File: config.mk
export PLATFORM = sky130hd
export DESIGN_NAME = utf8_byte_stream_decoder
export DESIGN_NICKNAME = d
export VERILOG_FILES = /design/src/rtl/u8dec_pkg.sv /design/src/rtl/utf8_byte_stream_decoder.sv
export SDC_FILE = /design/constraint.sdc
export NUM_CORES = 1
export LEC_CHECK = 0
export ABC_AREA = 1
export BUFFER_PORTS_ARGS = -buffer_cell sky130_fd_sc_hd__buf_2
export CORE_MARGIN = 4
export CORE_UTILIZATION = 61
export DETAILED_ROUTE_END_ITERATION = 8
export PLACE_DENSITY_LB_ADDON = 0.3
export RECOVER_POWER = 100
export SLEW_MARGIN = 20
export SYNTH_ARGS = -nofsm -noshare
export SYNTH_HDL_FRONTEND = slang
export SYNTH_SLANG_ARGS = --single-unit
File: constraint.sdc
create_clock -name clk -period 6.7 [get_ports clk]
set_input_delay 1.005 -clock clk [delete_from_list [all_inputs] [get_ports clk]]
set_output_delay 1.005 -clock clk [all_outputs]
set_load 0.01 [all_outputs]
File: src/rtl/u8dec_pkg.sv
// Package for the UTF-8 byte stream decoder: field widths, byte masks and the byte classifier.
// It has no dependencies. The decoder and its checker import it.
package u8dec_pkg;

    localparam int BYTE_W       = 8;
    localparam int CP_W         = 21;
    localparam int OUT_TDATA_W  = 24;
    localparam int CP_PAD_W     = OUT_TDATA_W - CP_W;
    localparam int REM_W        = 2;
    localparam int CONT_BITS    = 6;

    localparam logic [BYTE_W-1:0] ASCII_MASK  = 8'h80;
    localparam logic [BYTE_W-1:0] LEAD2_MASK  = 8'hE0;
    localparam logic [BYTE_W-1:0] LEAD2_CODE  = 8'hC0;
    localparam logic [BYTE_W-1:0] LEAD2_BITS  = 8'h1F;
    localparam logic [BYTE_W-1:0] LEAD3_MASK  = 8'hF0;
    localparam logic [BYTE_W-1:0] LEAD3_CODE  = 8'hE0;
    localparam logic [BYTE_W-1:0] LEAD3_BITS  = 8'h0F;
    localparam logic [BYTE_W-1:0] LEAD4_MASK  = 8'hF8;
    localparam logic [BYTE_W-1:0] LEAD4_CODE  = 8'hF0;
    localparam logic [BYTE_W-1:0] LEAD4_BITS  = 8'h07;
    localparam logic [BYTE_W-1:0] CONT_MASK   = 8'hC0;
    localparam logic [BYTE_W-1:0] CONT_CODE   = 8'h80;
    localparam logic [BYTE_W-1:0] CONT_BMASK  = 8'h3F;

    localparam logic [REM_W-1:0] REM_IDLE  = 2'd0;
    localparam logic [REM_W-1:0] REM_ONE   = 2'd1;
    localparam logic [REM_W-1:0] REM_TWO   = 2'd2;
    localparam logic [REM_W-1:0] REM_THREE = 2'd3;

    typedef enum logic [2:0] {
        KIND_ASCII,
        KIND_LEAD2,
        KIND_LEAD3,
        KIND_LEAD4,
        KIND_CONT,
        KIND_INVALID
    } byte_kind_t;

    function automatic byte_kind_t classify_byte(input logic [BYTE_W-1:0] b);
        byte_kind_t kind;
        if ((b & ASCII_MASK) == '0)
            kind = KIND_ASCII;
        else if ((b & CONT_MASK) == CONT_CODE)
            kind = KIND_CONT;
        else if ((b & LEAD2_MASK) == LEAD2_CODE)
            kind = KIND_LEAD2;
        else if ((b & LEAD3_MASK) == LEAD3_CODE)
            kind = KIND_LEAD3;
        else if ((b & LEAD4_MASK) == LEAD4_CODE)
            kind = KIND_LEAD4;
        else
            kind = KIND_INVALID;
        return kind;
    endfunction

endpackage

File: src/rtl/utf8_byte_stream_decoder.sv
// UTF-8 byte stream decoder: one byte in per word, one codepoint out per finished or cut-off sequence.
// Depends on u8dec_pkg for widths, masks and the byte classifier.
//
// Channel  | Direction | tdata                      | tlast
// s_axis   | in        | [7:0] data_byte            | string_end
// m_axis   | out       | [20:0] code_point, pad 0   | last_of_string
//
// A byte is registered on acceptance and then decoded into the result register. While no result
// is held back by a low m_axis_tready, one byte is taken every cycle. The single decode step
// lies between the input and result registers.
// When a result is held because m_axis_tready is low, a byte that would produce another result
// waits in the input register and s_axis_tready falls; bytes that produce no result still move.
// Reset clears the decode state and both valid flags.
module utf8_byte_stream_decoder
    import u8dec_pkg::*;
(
    input  logic                   clk,
    input  logic                   rst_n,
    input  logic                   s_axis_tvalid,
    output logic                   s_axis_tready,
    input  logic [BYTE_W-1:0]      s_axis_tdata,   // [7:0] data_byte
    input  logic                   s_axis_tlast,
    output logic                   m_axis_tvalid,
    input  logic                   m_axis_tready,
    output logic [OUT_TDATA_W-1:0] m_axis_tdata,   // [20:0] code_point, [23:21] zero
    output logic                   m_axis_tlast
);

    logic              in_valid_reg;
    logic [BYTE_W-1:0] in_byte_reg;
    logic              in_last_reg;

    logic [CP_W-1:0]   acc_reg;
    logic [CP_W-1:0]   acc_next;
    logic [REM_W-1:0]  rem_reg;
    logic [REM_W-1:0]  rem_next;

    logic              out_valid_reg;
    logic [CP_W-1:0]   out_cp_reg;
    logic              out_last_reg;

    logic              emit;
    logic [CP_W-1:0]   emit_cp;
    logic              advance;
    logic              in_fire;
    logic [CP_W-1:0]   shifted;
    logic [REM_W-1:0]  rem_dec;
    byte_kind_t        kind;

    assign kind    = classify_byte(in_byte_reg);
    assign shifted = CP_W'({acc_reg, CONT_BITS'(in_byte_reg & CONT_BMASK)});
    assign rem_dec = rem_reg - REM_ONE;

    always_comb
    begin
        emit     = 1'b0;
        emit_cp  = acc_reg;
        acc_next = acc_reg;
        rem_next = rem_reg;
        if (rem_reg == REM_IDLE)
        begin
            unique case (kind)
                KIND_ASCII:
                begin
                    emit     = 1'b1;
                    emit_cp  = CP_W'(in_byte_reg);
                    acc_next = '0;
                end
                KIND_LEAD2:
                begin
                    emit_cp  = CP_W'(in_byte_reg & LEAD2_BITS);
                    acc_next = emit_cp;
                    rem_next = REM_ONE;
                end
                KIND_LEAD3:
                begin
                    emit_cp  = CP_W'(in_byte_reg & LEAD3_BITS);
                    acc_next = emit_cp;
                    rem_next = REM_TWO;
                end
                KIND_LEAD4:
                begin
                    emit_cp  = CP_W'(in_byte_reg & LEAD4_BITS);
                    acc_next = emit_cp;
                    rem_next = REM_THREE;
                end
                default:
                begin
                    emit = 1'b0;
                end
            endcase
            if (in_last_reg && (kind == KIND_LEAD2 || kind == KIND_LEAD3 || kind == KIND_LEAD4))
            begin
                emit     = 1'b1;
                acc_next = '0;
                rem_next = REM_IDLE;
            end
        end
        else if (kind != KIND_CONT)
        begin
            emit     = 1'b1;
            emit_cp  = acc_reg;
            acc_next = '0;
            rem_next = REM_IDLE;
        end
        else
        begin
            emit_cp  = shifted;
            acc_next = shifted;
            rem_next = rem_dec;
            if (rem_dec == REM_IDLE || in_last_reg)
            begin
                emit     = 1'b1;
                acc_next = '0;
                rem_next = REM_IDLE;
            end
        end
    end

    assign advance       = in_valid_reg && (!emit || !out_valid_reg || m_axis_tready);
    assign s_axis_tready = !in_valid_reg || advance;
    assign in_fire       = s_axis_tvalid && s_axis_tready;

    always_ff @(posedge clk or negedge rst_n)
    begin
        if (!rst_n)
        begin
            in_valid_reg  <= 1'b0;
            acc_reg       <= '0;
            rem_reg       <= REM_IDLE;
            out_valid_reg <= 1'b0;
        end
        else
        begin
            if (s_axis_tready)
                in_valid_reg <= s_axis_tvalid;
            if (advance)
            begin
                acc_reg <= acc_next;
                rem_reg <= rem_next;
            end
            if (advance && emit)
                out_valid_reg <= 1'b1;
            else if (m_axis_tready)
                out_valid_reg <= 1'b0;
        end
    end

    always_ff @(posedge clk)
    begin
        if (in_fire)
        begin
            in_byte_reg <= s_axis_tdata;
            in_last_reg <= s_axis_tlast;
        end
        if (advance && emit)
        begin
            out_cp_reg   <= emit_cp;
            out_last_reg <= in_last_reg;
        end
    end

    assign m_axis_tvalid = out_valid_reg;
    assign m_axis_tdata  = {{CP_PAD_W{1'b0}}, out_cp_reg};
    assign m_axis_tlast  = out_last_reg;

endmodule

Word-level counts from Yosys, hierarchy flattened
Index checks and enable logic that the tools add are counted.
{"block": "op_classes", "add_sub_neg": 1, "eq_ne": 10, "n_mux": 25, "n_reduce_logical": 20}
{"operator": "21-bit case mux with 4 select lines", "count": 2}
{"operator": "21-bit 2-to-1 mux", "count": 6}
{"operator": "3-bit 2-to-1 mux", "count": 5}
{"operator": "8-bit zero test", "count": 1}
{"operator": "2-bit 2-to-1 mux", "count": 4}
{"operator": "1-bit 2-to-1 mux", "count": 7}
{"operator": "3-bit by 2-bit == test with 1-bit output, second input constant", "count": 2}
{"operator": "1-bit logical OR", "count": 6}
{"operator": "6-bit by 1-bit != test with 1-bit output, second input constant", "count": 1}
{"operator": "2-bit case mux with 3 select lines", "count": 1}
{"operator": "5-bit == test, second input constant", "count": 1}
{"operator": "5-bit by 1-bit != test with 1-bit output, second input constant", "count": 1}
{"operator": "4-bit == test, second input constant", "count": 1}
{"operator": "1-bit logical AND", "count": 4}
{"operator": "2-bit zero test", "count": 2}
{"operator": "2-bit AND reduction", "count": 2}
{"operator": "3-bit by 1-bit == test with 1-bit output, second input constant", "count": 1}
{"operator": "3-bit == test, second input constant", "count": 1}
{"operator": "1-bit zero test", "count": 3}
{"operator": "3-bit zero test", "count": 1}
{"operator": "3-bit != test, second input constant", "count": 1}
{"operator": "2-bit == test, second input constant", "count": 1}
{"operator": "2-bit nonzero test", "count": 1}
{"operator": "2-bit by 1-bit subtractor with 2-bit output, second input constant", "count": 1}
{"block": "word_totals", "regBits": 56, "in_bits": 13, "out_inout_bits": 27, "elab_cells": 64}

Depth between registers and ports, before layout
Gate-level depths: netlist of run 1.
{"block": "depth", "ltp_word": 18, "depth_mapped": 12, "mapped_depth_nobuf": 11}

Worst setup path after synthesis of run 1
No wires, ideal clock.
{"block": "synth_timing", "path_kind": "reg2out", "from": "register rem_reg[0]", "to": "output port s_axis_tready", "arrival_ns": 1.425, "required_time_ns": 5.695, "path_slack_ns": 4.270, "path_stages_with_launch": 11, "n_path_buf": 1, "cell_sequence": "dfrtp_1 > inv_1 > ha_1 > buf_2 > inv_1 > nand2_1 > nor2_2 > inv_2 > nand2_1 > inv_1 > nand3_1"}
{"block": "synth_between", "elab_chain_len": 11, "word_cells_on_any_way": 12, "classes_between": "add/sub: 1; mux: 3; reduce/logical: 8"}
{"element": "start: declaration", "line": "utf8_byte_stream_decoder.sv:35", "source": "logic [REM_W-1:0] rem_reg;"}
{"element": "start signal: assignment", "line": "utf8_byte_stream_decoder.sv:140", "source": "rem_reg <= rem_next;"}
{"element": "2-bit by 1-bit subtractor with 2-bit output", "line": "utf8_byte_stream_decoder.sv:52", "source": "assign rem_dec = rem_reg - REM_ONE;"}
{"element": "2-bit zero test", "line": "utf8_byte_stream_decoder.sv:111", "source": "if (rem_dec == REM_IDLE || in_last_reg)"}
{"element": "1-bit logical OR", "line": "utf8_byte_stream_decoder.sv:111"}
{"element": "1-bit 2-to-1 mux", "line": "utf8_byte_stream_decoder.sv:111"}
{"element": "1-bit 2-to-1 mux", "line": "utf8_byte_stream_decoder.sv:99", "source": "else if (kind != KIND_CONT)"}
{"element": "1-bit 2-to-1 mux *", "line": "utf8_byte_stream_decoder.sv:60", "source": "if (rem_reg == REM_IDLE)"}
{"element": "1-bit zero test *", "line": "utf8_byte_stream_decoder.sv:120", "source": "assign advance = in_valid_reg && (!emit || !out_valid_reg || m_axis_tready);"}
{"element": "1-bit logical OR * (2 in series)", "line": "utf8_byte_stream_decoder.sv:120"}
{"element": "1-bit logical AND *", "line": "utf8_byte_stream_decoder.sv:120"}
{"element": "1-bit logical OR *", "line": "utf8_byte_stream_decoder.sv:121", "source": "assign s_axis_tready = !in_valid_reg || advance;"}
{"element": "end: declaration", "line": "utf8_byte_stream_decoder.sv:20", "source": "output logic s_axis_tready,"}
Mark *: on every way between the ends. The rest lies on a longest branch, timed or not.

Worst setup path in the final report of run 1
{"block": "layout_timing", "from": "register in_byte_reg[7]", "to": "register out_cp_reg[4] (enable)"}
{"block": "layout_between", "elab_chain_len": 17, "word_cells_on_any_way": 27, "classes_between": "eq/ne: 8; mux: 9; reduce/logical: 10"}
{"element": "start: declaration", "line": "utf8_byte_stream_decoder.sv:30", "source": "logic [BYTE_W-1:0] in_byte_reg;"}
{"element": "start signal: assignment", "line": "utf8_byte_stream_decoder.sv:153", "source": "in_byte_reg <= s_axis_tdata;"}
{"element": "5-bit == test", "line": "u8dec_pkg.sv:50", "source": "else if ((b & LEAD4_MASK) == LEAD4_CODE)"}
{"element": "3-bit 2-to-1 mux", "line": "u8dec_pkg.sv:50"}
{"element": "3-bit 2-to-1 mux", "line": "u8dec_pkg.sv:48", "source": "else if ((b & LEAD3_MASK) == LEAD3_CODE)"}
{"element": "3-bit 2-to-1 mux", "line": "u8dec_pkg.sv:46", "source": "else if ((b & LEAD2_MASK) == LEAD2_CODE)"}
{"element": "3-bit 2-to-1 mux", "line": "u8dec_pkg.sv:44", "source": "else if ((b & CONT_MASK) == CONT_CODE)"}
{"element": "3-bit 2-to-1 mux *", "line": "u8dec_pkg.sv:42", "source": "if ((b & ASCII_MASK) == '0)"}
{"element": "3-bit by 1-bit == test with 1-bit output or 3-bit by 2-bit == test with 1-bit output (tied branches)", "line": "utf8_byte_stream_decoder.sv:92", "source": "if (in_last_reg && (kind == KIND_LEAD2 || kind == KIND_LEAD3 || kind == KIND_LEAD4))"}
{"element": "1-bit logical OR (2 in series)", "line": "utf8_byte_stream_decoder.sv:92"}
{"element": "1-bit logical AND", "line": "utf8_byte_stream_decoder.sv:92"}
{"element": "1-bit 2-to-1 mux", "line": "utf8_byte_stream_decoder.sv:92"}
{"element": "1-bit 2-to-1 mux *", "line": "utf8_byte_stream_decoder.sv:60"}
{"element": "1-bit zero test", "line": "utf8_byte_stream_decoder.sv:120"}
{"element": "1-bit logical OR (2 in series)", "line": "utf8_byte_stream_decoder.sv:120"}
{"element": "1-bit logical AND", "line": "utf8_byte_stream_decoder.sv:120"}
{"element": "1-bit logical AND *", "line": "utf8_byte_stream_decoder.sv:156", "source": "if (advance && emit)"}
{"element": "end signal: assignment", "line": "utf8_byte_stream_decoder.sv:158", "source": "out_cp_reg <= emit_cp;"}
{"element": "end: declaration", "line": "utf8_byte_stream_decoder.sv:39", "source": "logic [CP_W-1:0] out_cp_reg;"}
Marks and branches as above.
A chain may end at the register's enable or synchronous reset.

==> results by group, run 1 <==
Floorplanning
  • Initial Utilization: 64.22%
  • Die H: between 70 and 80 µm
  • Core ar.: 4444 µm²
  • Die X: 76.40 µm
  • # IOs: 40
  • Row count: 24
  • Die area: 5837 µm²

Route
  • Metal3 WL: 466 µm
  • WL met1: 2572 µm
  • DR WL met2: 2558 µm
  • Uppermost layer routed: met4
  • WL/cell: 14.22 µm
  • ANT nets after route: 0
  • Initial DRC count: 178
  • WL final: 5686 µm
  • Via-per-instance ratio: 5.710
  • Via count: approximately 2300
  • Drt drc: 0
  • Pre-Repair DR Iteration Count: 4

Layout
  • Commonest non-fill, non-tap cell in the layout: nand2_1
  • Layout cell share with drive strength beyond 1: approximately 6.6%
  • Most frequent cells in the layout: nand2_1 (78), inv_1 (35), nor2_1 (33)
  • Antenna cells: 0
  • P&R area growth vs syn: 5.962%
  • Util after Layout: 68.05%
  • NumNets Final: 362
  • Fillers: 391

STA
  • Fin Hold WS: 490.7 ps
  • Max Clk Rate: 236.7 MHz
  • Slew Limit Fails: 0
  • Setup TNS: 0 ps
  • Clock skew: 6.926 ps
  • Final setup violation count: 0
  • Minimum clock period: around 4200 ps
  • Measured slew at the worst slew-check pin: roughly 1400 ps
  • RSZ-0062 raised after global routing: no
  • Final hold viol count: 0
  • Slew headroom: 8.023%
  • Final Cycle Share: 63.06%

Power
  • LEAKAGE: approximately 1.3 nW
  • Tot Pwr: 0.9822 mW
  • PwrDens: 324.8 nW/µm²
  • Maximum VDD drop: between 200 and 250 µV

Clock network
  • TritonCTS Buffers: 5
  • Post-CTS Hold Fix Bufs: 0
  • Clock Tree Root: clkbuf_8
  • CTS tree: built
  • H-tree levels: 2
  • CTS Sinks: 56
  • Clock slew at the register clock pins of the worst setup and hold paths: 90 ps
  • Worst-skew pair later-pin latency: 310 ps
  • # resized after CTS: 0
  • Max Root-Sink Buffers: 2
  • Postcts setup bufs: 0

Global routing
  • Largest net degree at the start of global routing: 29
  • Initial antenna violation count: 0
  • Vias in the first global route: 2024
  • GRT Residual Overflow: 0
  • First-pass GRT wire length: about 9700 µm
  • All-Layer GR Usage: 20.66%

Worst setup path
  • R2r startpoint: in_byte_reg[7]
  • Reg2reg end: out_cp_reg[4]
  • CP endpoint kind: flip-flop
  • Crit Path Class: reg2reg
  • Worst path required time: 6650 ps
  • Worst R2R Setup Slack: 2480 ps
  • CP endpoint: out_cp_reg[4]
  • Worst r2r path cells: 8
  • Setup crit start kind: flip-flop
  • CP max FO: 26
  • CP arrival: around 4200 ps
  • Crit. Startpoint: in_byte_reg[7]

Logic synthesis
  • Post-synth top area share: 32.62%
  • Post-Synthesis Cells: 323
  • Yosys warnings: 0
  • FF+latch count, synth: 56
  • Cell taking the most area after synthesis: edfxtp_1
  • Synth top area cells: edfxtp_1 (33%), dfrtp_1 (22%), nand2_1 (10%)
  • Yosys cell types: 27
  • Synthesized area: 2854 µm²
  • Register area share after synthesis: ~55%
  • Syn_area_per_cell: ~8.8 µm²

Run
  • Max-cap viol count: 0

Run status
  • Outcome: finished, final reports clean

Place
  • HPWL Detailed: 4004 µm
  • I/O Buffers: 36
  • Placer congestion estimate: between 0.9 and 1

Min path
  • HP Class: reg2reg
## Yosys cell counts
cell and number:
conb_1 1, clkbuf_1 8, nor2_1 32, buf_6 2, edfxtp_1 31, buf_4 5
nand2_2 1, nor2_2 1, nand2_1 78, o21ai_0 12, a211oi_1 2, inv_2 4
buf_2 6, o22ai_1 17, nand3_1 10, inv_1 31, nor2_4 1, a31oi_4 1
nor3_1 1, ha_1 2, a21oi_1 22, nand3_4 1, o2bb2ai_1 1, nand3_2 2
a21boi_0 3, dfrtp_1 25, nand4_1 23
## worst max-delay path, cell delays in order (launching register included)
cell,delay [ps]
edfxtp_1,480
inv_1,130
nor2_1,1040
nand2_1,110
nor2_1,180
inv_1,270
nand3_1,770
nand3_1,230
inv_1,650
## per-layer routing
layer  up-vias  global-route usage [%]
met2        75                   31.63
met4         0                   6.341
met3         9                   4.374
met5         -                       0
met1      1059                   29.53
li1       1141                       -
## worst min path at each step
stage,slack [ps],start,cells after the start,end
floorplan,440,rem_reg[1],2,rem_reg[1]
CTS,490,rem_reg[1],2,rem_reg[1]
detailed placement,470,rem_reg[1],2,rem_reg[1]
global route,550,acc_reg[3],2,acc_reg[3]
global placement,450,rem_reg[1],2,rem_reg[1]
finish,490,rem_reg[1],2,rem_reg[1]
## layout make-up
type	count	area [µm²]	share of cell area (%)
Clock buffer	5	68.82	2.276
Clock inverter	3	25.02	0.8275
Inverter	35	131.4	4.344
Multi-Input combinational cell	213	1028	34.01
Sequential cell	56	1556	51.47
Tap cell	52	65.06	2.151
Timing Repair Buffer	36	148.9	4.923
## stage by stage
stage                     instances  cell area, µm²  setup WS, ps
after detailed placement        392            2987          3189
after floorplan                 325            2861          4270
after global routing            400            3024          1928
after CTS                       400            3080          2840
after global placement          392            2987          3304
final                           400            3024          2475
## cell families after synthesis
group,after synthesis,synth area share [%]
buf+inv,56,8.812
simple gates,150,23.59
compound gates,58,12.06
fa+ha+maj,2,0.8767
flops,56,54.54
other cells,1,0.1314
## report_power, final
part	total, mW	leakage (nW)	internal [mW]	switching, mW
registers	0.490	0.644	0.451	0.0391
clock network	0.187	0.0452	0.0763	0.111
logic	0.305	0.583	0.0831	0.222
Note: power is estimated with default switching activity, not from simulation.
==> run 2: changes to the inputs <==
--- a/config.mk
+++ b/config.mk
@@ -8,7 +8,7 @@
 export ABC_AREA = 1
 export BUFFER_PORTS_ARGS = -buffer_cell sky130_fd_sc_hd__buf_2
 export CORE_MARGIN = 4
-export CORE_UTILIZATION = 61
+export CORE_UTILIZATION = 57
 export DETAILED_ROUTE_END_ITERATION = 8
 export PLACE_DENSITY_LB_ADDON = 0.3
 export RECOVER_POWER = 100
==> constraint.sdc (replaced) <==
create_clock -name clk -period 4.14 [get_ports clk]
set_input_delay 0.621 -clock clk [delete_from_list [all_inputs] [get_ports clk]]
set_output_delay 0.621 -clock clk [all_outputs]
set_load 0.01 [all_outputs]
==> run 2 against run 1 <==
Die area grew 6.3%. Power grew 64%. Clock power grew 63%. Critical path depth grew 3. Register-to-register slack lost 1400 ps. First-iteration DRC count grew 37%. Sequential cell count is the same. Combinational power grew 68%. Sequential share of layout area shrank 1.0 points. Design area grew 2.0%. Critical endpoint is now s_axis_tready. Largest power group unchanged.
==> results by group, run 2 (synthesized netlist as in run 1, its figures left out) <==
Route
  • WL final: 5791 µm (+1.8%)
  • DR WL met2: 2630 µm (+2.8%)
  • Metal3 WL: 426 µm (-8.6%)
  • ANT nets after route: 0 (unchanged)
  • Uppermost layer routed: met4
  • WL met1: 2653 µm (+3.1%)
  • Via-per-instance ratio: 5.510 (-3.5%)
  • WL/cell: 13.85 µm (-2.5%)
  • Initial DRC count: 244 (+37%)
  • Pre-Repair DR Iteration Count: 5 (+1)
  • Drt drc: 0 (unchanged)
  • Via count: 2303 (+0.83%)

Clock network
  • TritonCTS Buffers: 5 (unchanged)
  • Worst-skew pair later-pin latency: 320 ps (about the same)
  • CTS Sinks: 56 (unchanged)
  • # resized after CTS: 0 (unchanged)
  • Max Root-Sink Buffers: 2 (unchanged)
  • Clock Tree Root: clkbuf_8
  • Post-CTS Hold Fix Bufs: 0 (unchanged)
  • H-tree levels: 2 (unchanged)
  • Postcts setup bufs: 0 (unchanged)
  • Clock slew at the register clock pins of the worst setup and hold paths: 100 ps (about the same)
  • CTS tree: built

STA
  • Slew headroom: 11.88% (+3.9 points)
  • Measured slew at the worst slew-check pin: 1322 ps (-52.77 ps)
  • Max Clk Rate: about 320 MHz
  • Clock skew: 9.128 ps (+2.201 ps)
  • Minimum clock period: roughly 3100 ps
  • Fin Hold WS: 475.3 ps (-15.39 ps)
  • Final setup violation count: 0 (unchanged)
  • RSZ-0062 raised after global routing: no
  • Setup TNS: 0 ps (unchanged)
  • Slew Limit Fails: 0 (unchanged)
  • Final hold viol count: 0 (unchanged)
  • Final Cycle Share: 75.60%

Worst setup path
  • CP endpoint kind: output port
  • CP arrival: 2510 ps (-1660 ps)
  • Slowest cell on crit path: inv_1
  • Top cell by count, worst path: inv_1
  • Setup crit start kind: flip-flop
  • CP max stage delay: 430 ps (-610 ps)
  • CP max FO: 28 (+7.7%)
  • Worst path required time: 3520 ps (-3130 ps)
  • Crit-path cells: inv_1 > ha_1 > buf_4 > inv_1 > nand2_1 > nor2_1 > inv_1 > nand2_1 > inv_1 > nand3_1 > clkbuf_1
  • Critical path's top delay family: buffers and inverters
  • Sum of buffers and inverters on the critical path: 6 (+3)
  • Crit Path Class: reg2out
  • Worst R2R Setup Slack: 1090 ps (-1390 ps)

Min path
  • HP Class: in2reg

Power
  • Sequential share of power: 49.2% (-0.7 points)
  • Combinational group share of total power: 31.9% (+0.9 points)
  • Maximum VDD drop: 263.4 µV (+6.3%)
  • LEAKAGE: 1.293 nW (+1.7%)
  • Sw frac: 38.03% (+0.17 points)
  • Net switching power: 0.6122 mW (+65%)
  • Clk pwr share: 19.0% (about the same)
  • P_int: 0.9975 mW (+63%)
  • PwrDens: 521.9 nW/µm² (+61%)
  • Tot Pwr: 1.610 mW (+64%)

Global routing
  • All-Layer GR Usage: 20.21% (-0.44 points)
  • Initial antenna violation count: 0 (unchanged)
  • First-pass GRT wire length: 9887 µm (+1.7%)
  • Vias in the first global route: 2099 (+3.7%)
  • Largest net degree at the start of global routing: 29 (unchanged)
  • GRT Residual Overflow: 0 (unchanged)

Floorplanning
  • Die area: 6203 µm² (+6.3%)
  • # IOs: 40 (unchanged)
  • Core ar.: 4786 µm² (+7.7%)
  • Die X: 78.76 µm (+3.1%)
  • Die H: 78.76 µm (+3.1%)
  • Initial Utilization: 59.63% (-4.6 points)
  • Row count: 25 (+4.2%)

Run status
  • Outcome: finished, final reports clean

Place
  • HPWL Detailed: 4024 µm (+0.49%)
  • Dpl cells: 410 (+4.6%)
  • Placer congestion estimate: 0.9395 (+2.7%)
  • DP Area: 3028 µm² (+1.4%)
  • I/O Buffers: 36 (unchanged)

Layout
  • Commonest non-fill, non-tap cell in the layout: nand2_1
  • Antenna cells: 0 (unchanged)
  • Layout cell share with drive strength beyond 1: 7.692% (+1.1 points)
  • Non-filler cells in the finished layout: 418 (+4.5%)
  • Most frequent cells in the layout: nand2_1 (78), inv_1 (35), nor2_1 (33)
  • P&R area growth vs syn: 8.067%
  • Final instance area: 3084 µm² (+2.0%)
  • NumNets Final: 365 (+0.83%)

Run
  • Max-cap viol count: 0 (unchanged)
-- run 2: cell types whose count changed in the layout (fill, tap and decap cells not counted) --
cell	change
buf_4	+3
clkinv_4	+2
clkinvlp_4	-1
inv_6	-1
nand3_1	-1
nand3_4	+1
nor2_2	-1
nor2_4	+1
-- run 2: final cells by class --
class	instances	area, µm²
tap	67	83.83
fill	420	1702
clock inverter	3	26.28
clock buffer	5	68.82
inverter	35	131.4
timing repair buffer	39	171.4
sequential	56	1556
multi-input combinational	213	1046
-- run 2: final timing paths --
check	start	end	cells after the start
max	rem_reg[0]	s_axis_tready	11
min	s_axis_tdata[4]	in_byte_reg[4]	1
max reg2reg	rem_reg[0]	acc_reg[1]	11
min reg2reg	rem_reg[1]	rem_reg[1]	2
max in group asynchronous	rst_n	acc_reg[3]	1
min in group asynchronous	rst_n	acc_reg[17]	1
-- run 2: layer usage --
metal	vias to the layer above	global-route usage, %
met1	1050	28.71
met5	-	0
met2	98	31.75
met4	0	5.769
li1	1145	-
met3	10	3.968
-- run 2: through the flow --
step	utilization, %	setup slack (ps)
2_1_floorplan	-	1916
3_3_place_gp	63.27	1636
3_5_place_dp	63.27	1549
4_1_cts	65.25	1217
5_1_grt	64.44	732.7
6_report	64.44	1010
-- run 2: power by group through the flow --
stage	Clock [mW]	Sequential, mW	Combinational, mW
2_1_floorplan	0	0.823	0.370
3_3_place_gp	0	0.797	0.528
3_5_place_dp	0	0.800	0.534
4_1_cts	0.312	0.787	0.536
5_1_grt	0.336	0.804	0.579
6_report	0.305	0.791	0.513
==> run 3: changes to the inputs <==
==> constraint.sdc (replaced) <==
create_clock -name clk -period 3.1 [get_ports clk]
set_input_delay 0.465 -clock clk [delete_from_list [all_inputs] [get_ports clk]]
set_output_delay 0.465 -clock clk [all_outputs]
set_load 0.01 [all_outputs]
==> run 3 against run 2 <==
Cell count grew 0.48%. Largest cell class unchanged. Wire length grew 2.1%. Clock skew grew 5.8 ps. Core utilization grew 0.052 points. Combinational power grew 39%. Die area is the same. Largest power group unchanged. Non-clock buffer count grew 2. Power grew 35%. Critical path type is now reg2reg. Register-to-register slack lost 590 ps.
==> results by group, run 3 (synthesized netlist as in run 1, its figures left out) <==
Place
  • Pre-CTS setup slack: 702.4 ps (-846.4 ps)
  • I/O Buffers: 36 (unchanged)
  • Placer congestion estimate: 0.9094 (-3.2%)
  • HPWL Detailed: 4109 µm (+2.1%)
  • Dpl cells: 412 (+0.49%)

Run
  • Max-cap viol count: 0 (unchanged)

Global routing
  • Initial antenna violation count: 0 (unchanged)
  • GRT Residual Overflow: 0 (unchanged)
  • Largest net degree at the start of global routing: 28 (-3.4%)
  • First-pass GRT wire length: 10210 µm (+3.2%)
  • All-Layer GR Usage: 20.96% (+0.75 points)
  • Vias in the first global route: 2235 (+6.5%)

Floorplanning
  • Core ar.: 4786 µm² (unchanged)
  • Initial Utilization: 59.63% (unchanged)
  • Die H: 78.76 µm (unchanged)
  • Die X: 78.76 µm (unchanged)
  • # IOs: 40 (unchanged)
  • Row count: 25 (unchanged)
  • Die area: 6203 µm² (unchanged)

Layout
  • Layout cell share with drive strength beyond 1: 9.348% (+1.7 points)
  • P&R area growth vs syn: 8.154% (about the same)
  • Fillers: 440 (+4.8%)
  • Non-filler cells in the finished layout: 420 (+0.48%)
  • Antenna cells: 0 (unchanged)
  • NumNets Final: 367 (+0.55%)
  • Most frequent cells in the layout: nand2_1 (78), nor2_1 (33), inv_1 (31), edfxtp_1 (31)
  • Commonest non-fill, non-tap cell in the layout: nand2_1

Worst setup path
  • CP max stage delay: 440 ps (about the same)
  • Sum of buffers and inverters on the critical path: 5 (-1)
  • Worst path required time: 3060 ps (-460 ps)
  • CP arrival: 2560 ps (+50 ps)
  • Crit-path cells: inv_1 > ha_1 > inv_1 > nand2_1 > nor2_1 > inv_2 > nand3_4 > nand3_1 > inv_1 > clkbuf_2
  • Crit Path Class: reg2reg
  • CP endpoint kind: flip-flop
  • Critical path's top delay family: buffers and inverters
  • Setup crit start kind: flip-flop
  • Worst r2r path cells: 10 (-1)
  • Slowest cell on crit path: clkbuf_2
  • Worst R2R Setup Slack: 500 ps (-590 ps)
  • CP max FO: 26 (-7.1%)
  • Top cell by count, worst path: inv_1
  • Critical path depth: 10 (-1)

Min path
  • Worst Hold Depth: 1 (unchanged)
  • HP Class: in2reg

Clock network
  • Post-CTS Hold Fix Bufs: 0 (unchanged)
  • Max Root-Sink Buffers: 2 (unchanged)
  • H-tree levels: 2 (unchanged)
  • Worst-skew pair later-pin latency: 320 ps (about the same)
  • # resized after CTS: 0 (unchanged)
  • TritonCTS Buffers: 5 (unchanged)
  • CTS Sinks: 56 (unchanged)
  • Clock slew at the register clock pins of the worst setup and hold paths: 100 ps (about the same)
  • Clock Tree Root: clkbuf_8
  • Postcts setup bufs: 0 (unchanged)
  • CTS tree: built

Route
  • Via count: 2337 (+1.5%)
  • WL final: 5915 µm (+2.1%)
  • ANT nets after route: 0 (unchanged)
  • Initial DRC count: 251 (+2.9%)
  • Drt drc: 0 (unchanged)
  • WL/cell: 14.08 µm (+1.7%)
  • Via-per-instance ratio: 5.564 (+0.99%)
  • Pre-Repair DR Iteration Count: 5 (unchanged)

Run status
  • Outcome: finished, final reports clean

STA
  • Clock skew: 14.97 ps (+5.841 ps)
  • Minimum clock period: 2597 ps
  • Slew headroom: 9.912% (-2.0 points)
  • Slew Limit Fails: 0 (unchanged)
  • Max Clk Rate: 385.1 MHz
  • Final setup violation count: 0 (unchanged)
  • Setup TNS: 0 ps (unchanged)
  • Final worst slack: 503.2 ps (-507.1 ps)
  • Final hold viol count: 0 (unchanged)
  • Measured slew at the worst slew-check pin: 1351 ps (+29.51 ps)
  • Final Cycle Share: roughly 84%
  • RSZ-0062 raised after global routing: no

Power
  • LEAKAGE: 1.302 nW (+0.70%)
  • PwrDens: 703.8 nW/µm² (+35%)
  • Maximum VDD drop: 486.2 µV (+85%)
==> run 3: metrics by stage <==
stage	util, %	hold slack (ps)	power [mW]	area (µm²)
after global routing	64.50	313.5	2.315	3087
after floorplan	-	169.4	1.593	2861
final	64.50	323.2	2.172	3087
after global placement	63.58	460.2	1.785	3043
after CTS	65.57	144.6	2.201	3138
after detailed placement	63.58	472.1	1.797	3043
==> run 3: routing by layer <==
layer | share of wire, % | vias up | track usage, %
met4 | 2.1 | 0 | 8.217
met1 | 46 | 1071 | 29.20
li1 | - | 1152 | -
met2 | 44 | 101 | 31.49
met5 | 0 | - | 0
met3 | 7.6 | 13 | 5.442
==> run 3: layout make-up <==
class,instances,area (µm²),area share [%]
clock buffers,5,68.82,2.229
flip-flops and latches,56,1556,50.43
multi-input cells,213,1036,33.56
clock inverters,3,26.28,0.8512
repair buffers,41,183.9,5.959
inverters,35,131.4,4.256
well taps,67,83.83,2.716
==> run 3: worst register-to-register path, cell delays in order, from the launching register on <==
cell      delay (ps)
dfrtp_1          390
inv_1             70
ha_1             210
inv_1            220
nand2_1           80
nor2_1           170
inv_2            170
nand3_4          280
nand3_1          140
inv_1             80
clkbuf_2         440
==> run 3: worst paths after layout <==
check / endpoint / from
setup / recovery: out_cp_reg[2] / rem_reg[0]
hold / removal: in_byte_reg[4] / s_axis_tdata[4]
setup reg to reg: out_cp_reg[2] / rem_reg[0]
hold reg to reg: rem_reg[1] / rem_reg[1]
max in group asynchronous: rem_reg[0] / rst_n
min in group asynchronous: acc_reg[17] / rst_n
==> run 3: where the power goes <==
part	total (mW)	switching [mW]	internal [mW]
logic	0.714	0.513	0.201
registers	1.04	0.0709	0.974
clock network	0.413	0.248	0.165
